--- src/hw/rtl/sha512_hash_engine_top_macros.svh ---
// Assertion helpers used by the sequencer
`ifndef SHA512_HASH_ENGINE_TOP_MACROS_SVH
`define SHA512_HASH_ENGINE_TOP_MACROS_SVH

// Clocked check, off while reset is asserted
`define SHA_CHECK(lbl, prop, msg) \
	lbl: assert property (@(posedge clk) disable iff (!arst_n) prop) else $error(msg);

// Implication checked on the following cycle
`define SHA_NEXT(lbl, ante, cons, msg) \
	lbl: assert property (@(posedge clk) disable iff (!arst_n) (ante) |=> (cons)) else $error(msg);

`endif

--- src/hw/rtl/sha512he_pkg.sv ---
package sha512he_pkg;

	localparam int unsigned WORD_W   = 64;
	localparam int unsigned ROUNDS   = 80;
	localparam int unsigned BLK_W    = 16;
	localparam int unsigned HASH_N   = 8;
	localparam int unsigned TOTAL_W  = 61;

	typedef logic [WORD_W-1:0] word_t;

	// Source of the word shifted into the schedule
	typedef enum logic [1:0] {
		SEL_WORD = 2'd0,
		SEL_MARK = 2'd1,
		SEL_ZERO = 2'd2,
		SEL_LEN  = 2'd3
	} push_sel_t;

	// Controller to datapath commands
	typedef struct packed {
		logic      accept;
		logic      push;
		push_sel_t sel;
		logic      start;
		logic      round;
		logic [6:0] rnd;
		logic      add;
		logic [2:0] oidx;
		logic      finish;
	} dp_cmd_t;

	localparam word_t IV [HASH_N] = '{
		64'h6a09e667f3bcc908, 64'hbb67ae8584caa73b, 64'h3c6ef372fe94f82b,
		64'ha54ff53a5f1d36f1, 64'h510e527fade682d1, 64'h9b05688c2b3e6c1f,
		64'h1f83d9abfb41bd6b, 64'h5be0cd19137e2179
	};

	localparam word_t KTAB [ROUNDS] = '{
		64'h428a2f98d728ae22, 64'h7137449123ef65cd, 64'hb5c0fbcfec4d3b2f, 64'he9b5dba58189dbbc,
		64'h3956c25bf348b538, 64'h59f111f1b605d019, 64'h923f82a4af194f9b, 64'hab1c5ed5da6d8118,
		64'hd807aa98a3030242, 64'h12835b0145706fbe, 64'h243185be4ee4b28c, 64'h550c7dc3d5ffb4e2,
		64'h72be5d74f27b896f, 64'h80deb1fe3b1696b1, 64'h9bdc06a725c71235, 64'hc19bf174cf692694,
		64'he49b69c19ef14ad2, 64'hefbe4786384f25e3, 64'h0fc19dc68b8cd5b5, 64'h240ca1cc77ac9c65,
		64'h2de92c6f592b0275, 64'h4a7484aa6ea6e483, 64'h5cb0a9dcbd41fbd4, 64'h76f988da831153b5,
		64'h983e5152ee66dfab, 64'ha831c66d2db43210, 64'hb00327c898fb213f, 64'hbf597fc7beef0ee4,
		64'hc6e00bf33da88fc2, 64'hd5a79147930aa725, 64'h06ca6351e003826f, 64'h142929670a0e6e70,
		64'h27b70a8546d22ffc, 64'h2e1b21385c26c926, 64'h4d2c6dfc5ac42aed, 64'h53380d139d95b3df,
		64'h650a73548baf63de, 64'h766a0abb3c77b2a8, 64'h81c2c92e47edaee6, 64'h92722c851482353b,
		64'ha2bfe8a14cf10364, 64'ha81a664bbc423001, 64'hc24b8b70d0f89791, 64'hc76c51a30654be30,
		64'hd192e819d6ef5218, 64'hd69906245565a910, 64'hf40e35855771202a, 64'h106aa07032bbd1b8,
		64'h19a4c116b8d2d0c8, 64'h1e376c085141ab53, 64'h2748774cdf8eeb99, 64'h34b0bcb5e19b48a8,
		64'h391c0cb3c5c95a63, 64'h4ed8aa4ae3418acb, 64'h5b9cca4f7763e373, 64'h682e6ff3d6b2b8a3,
		64'h748f82ee5defb2fc, 64'h78a5636f43172f60, 64'h84c87814a1f0ab72, 64'h8cc702081a6439ec,
		64'h90befffa23631e28, 64'ha4506cebde82bde9, 64'hbef9a3f7b2c67915, 64'hc67178f2e372532b,
		64'hca273eceea26619c, 64'hd186b8c721c0c207, 64'heada7dd6cde0eb1e, 64'hf57d4f7fee6ed178,
		64'h06f067aa72176fba, 64'h0a637dc5a2c898a6, 64'h113f9804bef90dae, 64'h1b710b35131c471b,
		64'h28db77f523047d84, 64'h32caab7b40c72493, 64'h3c9ebe0a15c9bebc, 64'h431d67c49c100d4c,
		64'h4cc5d4becb3e42b6, 64'h597f299cfc657e2a, 64'h5fcb6fab3ad6faec, 64'h6c44198c4a475817
	};

endpackage

--- src/hw/rtl/sha512he_ctrl.sv ---
module sha512he_ctrl (
	input  logic                  clk,
	input  logic                  arst_n,
	input  logic                  msg_valid,
	output logic                  msg_ready,
	input  logic                  last_word,
	input  logic                  full_word,
	output logic                  dig_valid,
	output logic                  dig_last,
	input  logic                  dig_ready,
	output sha512he_pkg::dp_cmd_t cmd
);
	import sha512he_pkg::*;

	typedef enum logic [4:0] {
		S_IDLE  = 5'b00001,
		S_PUSH  = 5'b00010,
		S_ROUND = 5'b00100,
		S_ADD   = 5'b01000,
		S_OUT   = 5'b10000
	} state_t;

	state_t     state_q;
	logic [3:0] pos_q;
	logic [6:0] rnd_q;
	logic [2:0] oidx_q;
	logic       last_q, need_word_q, need_mark_q, wrap_q, len_done_q;
	push_sel_t  sel;

	// Next schedule word: message word, marker, zero pad or length
	always_comb begin
		if (need_word_q) begin
			sel = SEL_WORD;
		end else if (need_mark_q) begin
			sel = SEL_MARK;
		end else if (wrap_q || pos_q != 4'd15) begin
			sel = SEL_ZERO;
		end else begin
			sel = SEL_LEN;
		end
	end

	// Commands to the datapath
	always_comb begin
		cmd        = '0;
		cmd.sel    = sel;
		cmd.rnd    = rnd_q;
		cmd.oidx   = oidx_q;
		cmd.accept = (state_q == S_IDLE) && msg_valid;
		cmd.push   = (state_q == S_PUSH);
		cmd.start  = (state_q == S_PUSH) && (pos_q == 4'd15);
		cmd.round  = (state_q == S_ROUND);
		cmd.add    = (state_q == S_ADD);
		cmd.finish = (state_q == S_OUT) && dig_ready && (oidx_q == 3'd7);
	end

	assign msg_ready = (state_q == S_IDLE);
	assign dig_valid = (state_q == S_OUT);
	assign dig_last  = (oidx_q == 3'd7);

	// Sequencer
	always_ff @(posedge clk or negedge arst_n) begin
		if (!arst_n) begin
			state_q     <= S_IDLE;
			pos_q       <= '0;
			rnd_q       <= '0;
			oidx_q      <= '0;
			last_q      <= 1'b0;
			need_word_q <= 1'b0;
			need_mark_q <= 1'b0;
			wrap_q      <= 1'b0;
			len_done_q  <= 1'b0;
		end else begin
			case (state_q)
				S_IDLE: begin
					if (msg_valid) begin
						last_q      <= last_word;
						need_word_q <= !last_word || full_word;
						need_mark_q <= last_word;
						wrap_q      <= 1'b0;
						len_done_q  <= 1'b0;
						state_q     <= S_PUSH;
					end
				end
				S_PUSH: begin
					if (need_word_q) begin
						need_word_q <= 1'b0;
					end else if (need_mark_q) begin
						need_mark_q <= 1'b0;
						wrap_q      <= (pos_q == 4'd14);
					end else if (wrap_q) begin
						if (pos_q == 4'd15) begin
							wrap_q <= 1'b0;
						end
					end else if (pos_q == 4'd15) begin
						len_done_q <= 1'b1;
					end
					pos_q <= pos_q + 4'd1;
					if (pos_q == 4'd15) begin
						rnd_q   <= '0;
						state_q <= S_ROUND;
					end else if (!last_q) begin
						state_q <= S_IDLE;
					end
				end
				S_ROUND: begin
					rnd_q <= rnd_q + 7'd1;
					if (rnd_q == 7'(ROUNDS - 1)) begin
						state_q <= S_ADD;
					end
				end
				S_ADD: begin
					if (last_q && len_done_q) begin
						oidx_q  <= '0;
						state_q <= S_OUT;
					end else if (last_q) begin
						state_q <= S_PUSH;
					end else begin
						state_q <= S_IDLE;
					end
				end
				S_OUT: begin
					if (dig_ready) begin
						oidx_q <= oidx_q + 3'd1;
						if (oidx_q == 3'd7) begin
							last_q  <= 1'b0;
							state_q <= S_IDLE;
						end
					end
				end
				default: state_q <= S_IDLE;
			endcase
		end
	end

	`include "sha512_hash_engine_top_macros.svh"

	`SHA_CHECK(a_no_overlap, !(msg_ready && dig_valid), "input taken while digest pending")
	`SHA_CHECK(a_rnd_range, (state_q != S_ROUND) || (rnd_q < 7'(ROUNDS)), "round index out of range")
	`SHA_NEXT(a_digest_done, cmd.finish, state_q == S_IDLE && pos_q == 4'd0, "bad state after digest")
	`SHA_NEXT(a_len_block, cmd.start && sel == SEL_LEN, len_done_q, "length word not recorded")

endmodule

--- config.mk ---
export PLATFORM = sky130hd
export DESIGN_NAME = sha512he_ctrl
export DESIGN_NICKNAME = d
export VERILOG_FILES = /design/src/hw/rtl/sha512he_pkg.sv /design/src/hw/rtl/sha512he_ctrl.sv
export VERILOG_INCLUDE_DIRS = /design/src /design/src/hw/rtl
export SDC_FILE = /design/constraint.sdc
export NUM_CORES = 1
export LEC_CHECK = 0
export BUFFER_PORTS_ARGS = -buffer_cell sky130_fd_sc_hd__clkbuf_2
export CORE_MARGIN = 4
export CORE_UTILIZATION = 53
export DETAILED_ROUTE_END_ITERATION = 10
export PLACE_DENSITY = 0.83
export RECOVER_POWER = 25
export SYNTH_ARGS = -nofsm -noshare
export SYNTH_HDL_FRONTEND = slang
export SYNTH_SLANG_ARGS = --single-unit
--- constraint.sdc ---
create_clock -name clk -period 2.8 [get_ports clk]
set_clock_uncertainty 0.2 [all_clocks]
set_input_delay 0.42 -clock clk [delete_from_list [all_inputs] [get_ports clk]]
set_output_delay 0.42 -clock clk [all_outputs]
set_load 0.05 [all_outputs]
# Word-level counts from Yosys, hierarchy flattened
# Cells that the tools add are included.
classes:
  reduce_logical: 19
  n_addsub: 3
  n_eq_ne: 20
  muxes: 36
ops:
  columns: ["cell", "count"]
  rows:
  - ["$mux 5", 7]
  - ["$pmux 5 s5", 1]
  - ["$mux 1", 15]
  - ["$pmux 7 s2", 1]
  - ["$ne 2x1->1 const B", 5]
  - ["$pmux 1 s2", 5]
  - ["$eq 4x4->1 const B", 2]
  - ["$ne 2x2->1 const B", 4]
  - ["$reduce_bool 2->1", 4]
  - ["$add 7x1->7 const B", 1]
  - ["$eq 7x7->1 const B", 1]
  - ["$mux 7", 1]
  - ["$mux 2", 3]
  - ["$mux 3", 2]
  - ["$pmux 3 s2", 1]
  - ["$reduce_and 3->1", 2]
  - ["$reduce_and 6->1", 1]
  - ["$eq 5x1->1 const B", 1]
  - ["$eq 5x2->1 const B", 1]
  - ["$eq 5x3->1 const B", 1]
  - ["$eq 5x4->1 const B", 1]
  - ["$eq 5x5->1 const B", 1]
  - ["$logic_and 1x1->1", 5]
  - ["$reduce_and 5->1", 1]
  - ["9 further kinds", 11]
totals:
  output_inout_bits: 21
  regBits: 24
  word_cells: 87

# Logic depth before layout (Yosys ltp)
# Gate-level depths: netlist of run 1.
logic_depth:
  depth_word: 6
  depth_mapped: 6
  depth_no_buf: 6

# Least setup slack after synthesis of run 1
# No wires, ideal clock.
synth_timing:
  kind: "register to output"
  startpoint: "register oidx_q[1]"
  endpoint: "output port cmd[0] (netlist bit)"
  path_stages_with_launch: 4
  setup_slack_ns: 0.314
  arrival_time_ns: 1.866
  path_cell_list: "dfrtp_1 > ha_1 > ha_1 > and2_1"
synth_lines:
  columns: ["element", "line_no", "source"]
  rows:
  - ["start: declaration", "sha512he_ctrl.sv:26", "logic [2:0] oidx_q;"]
  - ["start signal: assignment", "sha512he_ctrl.sv:124", "oidx_q <= oidx_q + 3'd1;"]
  - ["end: declaration", "sha512he_ctrl.sv:11", "output sha512he_pkg::dp_cmd_t cmd"]

==> metrics.yaml, run 1 <==
die_h_microns: 56.6
place_inst: 182
cap_violations: 0
core-area_sq_um: 2230
path_max_fanout: 10
ir_drop_uv: 649
yosys_warnings: 0
syn2layout_area_growth_pct: 17.3
max_stage_delay_ns: 0.45
ctsLongestPathBuffers: 2
vias_per_cell: 5.66
synth_cell_types: 40
port_buffers: 26
synthAdderAreaFrac: 0.0501
drv_slew: 0
syn_area_per_cell_sq_um: 9.69
mostFrequentLayoutCells: "clkbuf_2, dfrtp_1, nand2_1, nor2_1, inv_1"
grtUsageTotal: 0.169
period_needed_ns: 2.59
async_flop_share: 1.00
worst_setup_path_start_kind: "flop"
hold_viol: 0
synthesis.nets: 140
final_layout_size_suffix_gt1_frac: 0.258
crit_chain: "or3_4 > or2_2 > inv_1 > clkbuf_2"
path_class: "reg -> out"
netSwitchingFraction: 0.454
cts_buffers: 3
grt_overflow: 0
insertedDiodeCount: 0
ys_seq_area_frac: 0.481
rsz0062_at_grt: "false"
wl_mm: 2.52
preCtsSetupSlack_ns: 0.586
setup_ws_ns: 0.208
stdcell_count: 187
yosys.area_share.simple: 0.243
clk_latency_ns: 0.31
p_clk_frac: 0.131
tightest_slew_ns: 1.24
htree_levels: 1
gp_congestion: 0.868
ant_nets: 0
cts_tree: "yes"
antenna_found_initial: 0
layout_commonest_cell: "clkbuf_2"
grt_pass1_wl_mm: 4.29
p_leak_nw: 0.765
clkSinkCount: 24
die_w_microns: 56.6
finalSetupViolCount: 0
dp_hpwl_mm: 2.01
synth_ff_type: "dfrtp_1"
finalPower_w: 0.00136
endpoint_kind: "output pin"
synth_xor_area_frac: 0.0420
die-area_sq_um: 3200
slew_headroom: 0.174
layout.nets: 171
route.detailed.drc: 0
clk_pin_slew_worst_paths_ns: 0.13
drt_first_pass_iters: 4
power.density_nw_per_um2: 929
postSynthCellCount: 129
fin_setup_tns_ns: 0
cp.arrival_ns: 1.97
synth_compound_area_frac: 0.129
syn_area_sq_um: 1250
grt_pass1_vias: 1029
clockRootBuffer: "clkbuf_4"
synth_top_family_by_area: "simple AND/OR/NAND/NOR gates"
grt_max_degree: 25
hold_path_class: "in -> reg"
internal_power_w: 0.000744
cp_data_required_time_ns: 2.18
synth_seq_cells: 24
comb_power_share: 0.467
drt_first_iter_violations: 16
io_pins: 27
min_period_over_period: 0.926
synth_edf_count: 0
start_util: 0.560
outcome: "completed"
synthMuxAreaShare: 0.0170
vias: 1059
wl_per_cell_microns: 13.5
cpMaxStageDelayCell: "dfrtp_1"
rows: 17
power_frac_seq: 0.402
max_freq_mhz: 386
p_switching_w: 0.000618
logic make-up (layout without fill, tap and decap cells):
kind of cell | count (synthesis) | after routing
muxes | 2 | 2
AOI/OAI and AO/OA | 23 | 23
buffers and inverters | 12 | 42
adders and majority gates | 5 | 5
and+or+nand+nor | 57 | 57
xor gates and xnor gates | 6 | 6
DFF | 24 | 24
layer usage:
metal,routed length [microns],share of wire,vias to the layer above,GRT usage
li1,-,-,525,-
met1,1160,0.46,503,0.199
met2,1230,0.49,27,0.302
met3,101,0.040,4,0.0253
met4,34,0.013,0,0.0746
met5,0,0,-,0
cells in the mapped netlist (all sizes together), types with 2 or more instances:
master / n / area [sq um]
dfrtp: 23 / 576
nand2: 13 / 48.8
nor2: 12 / 45.0
inv: 8 / 30.0
nand3: 6 / 30.0
ha: 5 / 62.6
nor3: 5 / 25.0
o21ai: 5 / 25.0
xnor2: 5 / 43.8
a21oi: 4 / 20.0
a22o: 4 / 35.0
and3: 4 / 25.0
clkbuf: 3 / 11.3
nor4: 3 / 18.8
a311oi: 2 / 17.5
and2: 2 / 12.5
nand4: 2 / 12.5
or3: 2 / 17.5
repair_timing:
| action | 4_1_cts | 5_1_grt |
|---|---|---|
| hold buffers | 1 | 0 |
| setup buffers | 0 | 0 |
| endpoints found under the hold margin | 23 | 0 |
| gates resized for setup | 0 | 0 |
power by group through the flow:
stage	combinational (W)	sequential, W	clock, W
floorplan	0.000413	0.000612	0
global placement	0.000621	0.000546	0
detailed placement	0.000640	0.000552	0
CTS	0.000641	0.000547	0.000183
global route	0.000695	0.000564	0.000200
finish	0.000636	0.000547	0.000178
registers in the layout (all words and copies together) (netlist names):
name,flops
wrap_q,1
pos_q,4
len_done_q,1
oidx_q,3
need_word_q,1
last_q,1
state_q,5
need_mark_q,1
rnd_q,7
critical path, delay by kind of cell, from the launching register on:
kind                   cells  cell delay, ns
buffers and inverters      2            0.40
DFF                        1            0.45
and+or+nand+nor            2            0.82
final cells by class:
cell class	count	area, sq um
tap	28	35.0
clock buffer	4	36.3
timing repair buffer	30	161
fill	198	767
multi-input combinational	93	602
sequential	24	602
inverter	8	30.0
worst paths after layout:
path	startpoint	end	slack [ns]	depth (start not counted)
min in group asynchronous	arst_n	oidx_q[2]	0.68	2
hold / removal	full_word	need_word_q	0.13	3
setup / recovery	state_q[3]	cmd[12]	0.21	4
max in group asynchronous	arst_n	rnd_q[3]	0.99	2
hold reg to reg	pos_q[3]	pos_q[3]	0.34	1
setup reg to reg	state_q[3]	rnd_q[6]	0.63	4
per-stage QoR:
| step | area [sq um] | util | hold WS, ns |
|---|---|---|---|
| 3_5_place_dp | 1420 | 0.636 | 0.257 |
| 2_1_floorplan | 1250 | - | -0.0756 |
| 5_1_grt | 1470 | 0.657 | 0.145 |
| 4_1_cts | 1470 | 0.657 | 0.126 |
| 3_3_place_gp | 1420 | 0.636 | 0.250 |
| 6_report | 1470 | 0.657 | 0.127 |
(Power assumes the default switching activity.)
==> inputs of run 2 (changes only) <==
CORE_MARGIN = unset   (was 4)
RECOVER_POWER = unset   (was 25)
==> metrics.yaml, run 2 (same netlist as run 1, synthesis figures left out) <==
outcome: "completed"
insertedDiodeCount: 0
power.density_nw_per_um2: 925
hold_path_class: "in -> reg"
nFillCells: 194
start_util: 0.565
vias: 1062
cap_violations: 0
ant_nets: 0
final_layout_size_suffix_gt1_frac: 0.255
largest_registers: "rnd_q (7), state_q (5), pos_q (4)"
period_needed_ns: 2.60
htree_levels: 1
crit-reg2reg-launch: "state_q[3]"
slew_headroom: 0.607
drv_slew: 0
route.detailed.drc: 0
syn2layout_area_growth_pct: 16.2
crit_start: "state_q[3]"
cts_buffers: 3
worst_setup_path_start_kind: "flop"
min_period_over_period: 0.928
worstHoldStart: "last_word"
rows: 17
clockRootBuffer: "clkbuf_4"
drt_first_pass_iters: 4
path_class: "reg -> out"
fin_setup_tns_ns: 0
cp_data_required_time_ns: 2.18
reg2regPathDepth: 4
largest_reg_flops: 7
wl_mm: 2.38
max_freq_mhz: 385
cts_tree: "yes"
grt_overflow: 0
place_area_sq_um: 1410
grt_pass1_wl_mm: 4.25
clk_latency_ns: 0.31
utilization: 0.657
seqCellArea_sq_um: 602
path_max_fanout: 10
dp_hpwl_mm: 1.83
finalSetupViolCount: 0
hold_viol: 0
cts_hold_buf: 1
post-cts-setup-buffers: 0
io_pins: 27
route.met2.wl_mm: 1.04
layout_commonest_cell: "clkbuf_2"
antenna_found_initial: 0
drt_first_iter_violations: 28
highest_layer: "met4"
largest_register: "rnd_q"
p_leak_nw: 0.758
vias_per_cell: 5.74
mostFrequentLayoutCells: "clkbuf_2, dfrtp_1, nand2_1, nor2_1, inv_1"
port_buffers: 26
grtUsageTotal: 0.222
cts_resized: 0
die_h_microns: 50.6
grt_pass1_vias: 978
rsz0062_at_grt: "false"
wl_per_cell_microns: 12.8
whs_path_depth: 2
clkSinkCount: 24
clk_pin_slew_worst_paths_ns: 0.13
multi_input_area_sq_um: 602
gp_congestion: 0.808
die-area_sq_um: 2560
fin_hold_ws_ns: 0.133
core-area_sq_um: 2210
grt_max_degree: 25
cp.arrival_ns: 1.98
layout.nets: 169
tightest_slew_ns: 0.590
endpoint_kind: "output pin"
ir_drop_uv: 768
post-route-cell-area_sq_um: 1450
wirelength_met1_mm: 1.20
ctsLongestPathBuffers: 2
wl_met3_microns: 105
die_w_microns: 50.6
==> run 2: routing by layer <==
layer / vias up / GRT usage
met4: 0 / 0.0972
met3: 4 / 0.0455
met5: - / 0
met1: 513 / 0.303
li1: 514 / -
met2: 31 / 0.338
==> run 2: layout make-up <==
| cell class | count | share of cell area |
|---|---|---|
| multi-input combinational | 93 | 0.414 |
| tap | 28 | 0.0241 |
| inverter | 8 | 0.0207 |
| clock buffer | 4 | 0.0250 |
| timing repair buffer | 28 | 0.102 |
| sequential | 24 | 0.414 |
==> run 2: worst paths after layout <==
kind / end / slack, ns
min reg2reg: pos_q[3] / 0.34
max in group asynchronous: rnd_q[1] / 1.59
min in group asynchronous: rnd_q[2] / 0.42
max reg2reg: rnd_q[6] / 0.67
max: cmd[12] / 0.20
min: need_word_q / 0.13
==> run 2: critical path, stage by stage (launching register included) <==
cell and delay [ns]:
dfrtp_1 0.45, or3_4 0.42, or2_2 0.39, inv_1 0.13, clkbuf_2 0.28
==> run 2: power by group <==
part	internal, W	switching, W	total (W)	leakage, nW
Clock	0.0000794	0.000101	0.000181	0.0210
Combinational	0.000204	0.000410	0.000614	0.426
Sequential	0.000447	0.000102	0.000549	0.311
==> run 2: stage by stage <==
stage	instances	setup WS [ns]	total power, W
after floorplan	129	0.314	0.00103
after global routing	185	0.0784	0.00144
after global placement	180	0.604	0.00115
after detailed placement	180	0.564	0.00117
after CTS	185	0.196	0.00135
final	185	0.202	0.00134
==> inputs of run 3 (changes only) <==
CORE_UTILIZATION = 30   (was 53)
PLACE_DENSITY = 0.54   (was 0.83)
==> metrics.yaml, run 3 (same netlist as run 1, synthesis figures left out) <==
gp_congestion: 0.817
die_h_microns: 66.6
whs_path_depth: 3
tightest_slew_ns: 0.606
netSwitchingFraction: 0.442
cp_data_required_time_ns: 2.18
vias_per_cell: 5.04
die-area_sq_um: 4430
ant_nets: 0
cts_resized: 0
comb_power_share: 0.448
hold_viol: 0
core-area_sq_um: 4000
io_pins: 27
final_layout_size_suffix_gt1_frac: 0.264
drt_first_pass_iters: 4
wl_per_cell_microns: 12.9
grt_overflow: 0
reg2regPathDepth: 4
clockRootBuffer: "clkbuf_8"
p_clk_frac: 0.165
start_util: 0.312
port_buffers: 26
finalPower_w: 0.00142
layout_commonest_cell: "clkbuf_2"
die_w_microns: 66.6
rrSetupSlack_ns: 0.64
largest_reg_flops: 7
holdPathEnd: "need_word_q"
internal_power_w: 0.000791
grt_max_degree: 25
cp.arrival_ns: 1.91
grt_pass1_wl_mm: 4.62
min_period_over_period: 0.903
drt_first_iter_violations: 30
largest_register: "rnd_q"
clk_latency_ns: 0.26
route.detailed.drc: 0
met3_usage: 0.0360
p_switching_w: 0.000626
grtUsageTotal: 0.140
vias: 1054
drv_slew: 0
syn2layout_area_growth_pct: 21.1
use_met2: 0.240
slew_headroom: 0.596
outcome: "completed"
cts_hold_buf: 1
fin_hold_ws_ns: 0.188
worst_setup_path_start_kind: "flop"
clk_pin_slew_worst_paths_ns: 0.08
wl_mm: 2.69
clkSinkCount: 24
fin_setup_tns_ns: 0
met1_usage: 0.170
ir_drop_uv: 583
insertedDiodeCount: 0
endpoint_kind: "output pin"
ctsLongestPathBuffers: 2
finalSetupViolCount: 0
cts_buffers: 3
layout.nets: 171
busiest_layer: "met2"
mostFrequentLayoutCells: "clkbuf_2, dfrtp_1, nand2_1, nor2_1, inv_1"
period_needed_ns: 2.53
rsz0062_at_grt: "false"
crit-reg2reg-launch: "state_q[3]"
dp_hpwl_mm: 2.07
p_leak_nw: 0.776
r2r_end: "rnd_q[6]"
nFillCells: 413
htree_levels: 1
hold_path_class: "in -> reg"
rows: 23
post-cts-setup-buffers: 0
cap_violations: 0
max_freq_mhz: 396
power.density_nw_per_um2: 936
path_max_fanout: 10
antenna_found_initial: 0
largest_registers: "rnd_q (7), state_q (5), pos_q (4)"
path_class: "reg -> out"
cts_tree: "yes"
worstHoldStart: "full_word"
grt_pass1_vias: 1002
power_frac_seq: 0.387
run 3: how the worst max path moves through the flow:
stage | cells after the start | startpoint | to | slack [ns]
3_3_place_gp | 4 | state_q[3] | cmd[12] | 0.59
3_5_place_dp | 4 | state_q[3] | cmd[12] | 0.57
2_1_floorplan | 3 | oidx_q[1] | cmd[0] | 0.31
6_report | 4 | state_q[3] | cmd[12] | 0.27
4_1_cts | 4 | state_q[3] | cmd[12] | 0.26
5_1_grt | 4 | state_q[3] | cmd[12] | 0.16
run 3: critical path, stage by stage, from the launching register on:
cell and delay [ns]:
dfrtp_1 0.43, or3_4 0.42, or2_2 0.40, inv_1 0.12
clkbuf_2 0.28
run 3: area by class of cell:
class	count	area [sq um]	area share
repair buffers	30	163	0.107
inverters	8	30.0	0.0198
flip-flops and latches	24	602	0.398
multi-input cells	93	602	0.398
clock buffers	4	55.1	0.0364
well taps	50	62.6	0.0413
run 3: layer usage:
layer / vias up / part of all wire
li1: 520 / -
met1: 507 / 0.46
met2: 25 / 0.49
met3: 2 / 0.042
met4: 0 / 0.0089
met5: - / 0
run 3: through the flow:
stage           util  instances  cell area (sq um)  setup WS (ns)
3_3_place_gp   0.362        204               1450          0.588
5_1_grt        0.378        209               1510          0.160
3_5_place_dp   0.362        204               1450          0.567
2_1_floorplan      -        129               1250          0.314
6_report       0.378        209               1510          0.272
4_1_cts        0.378        209               1510          0.258
run 3: power groups by stage:
stage | sequential [W] | combinational (W) | clock [W]
6_report | 0.000548 | 0.000634 | 0.000234
5_1_grt | 0.000564 | 0.000689 | 0.000259
4_1_cts | 0.000547 | 0.000643 | 0.000248
3_5_place_dp | 0.000553 | 0.000640 | 0
3_3_place_gp | 0.000548 | 0.000628 | 0
2_1_floorplan | 0.000612 | 0.000413 | 0
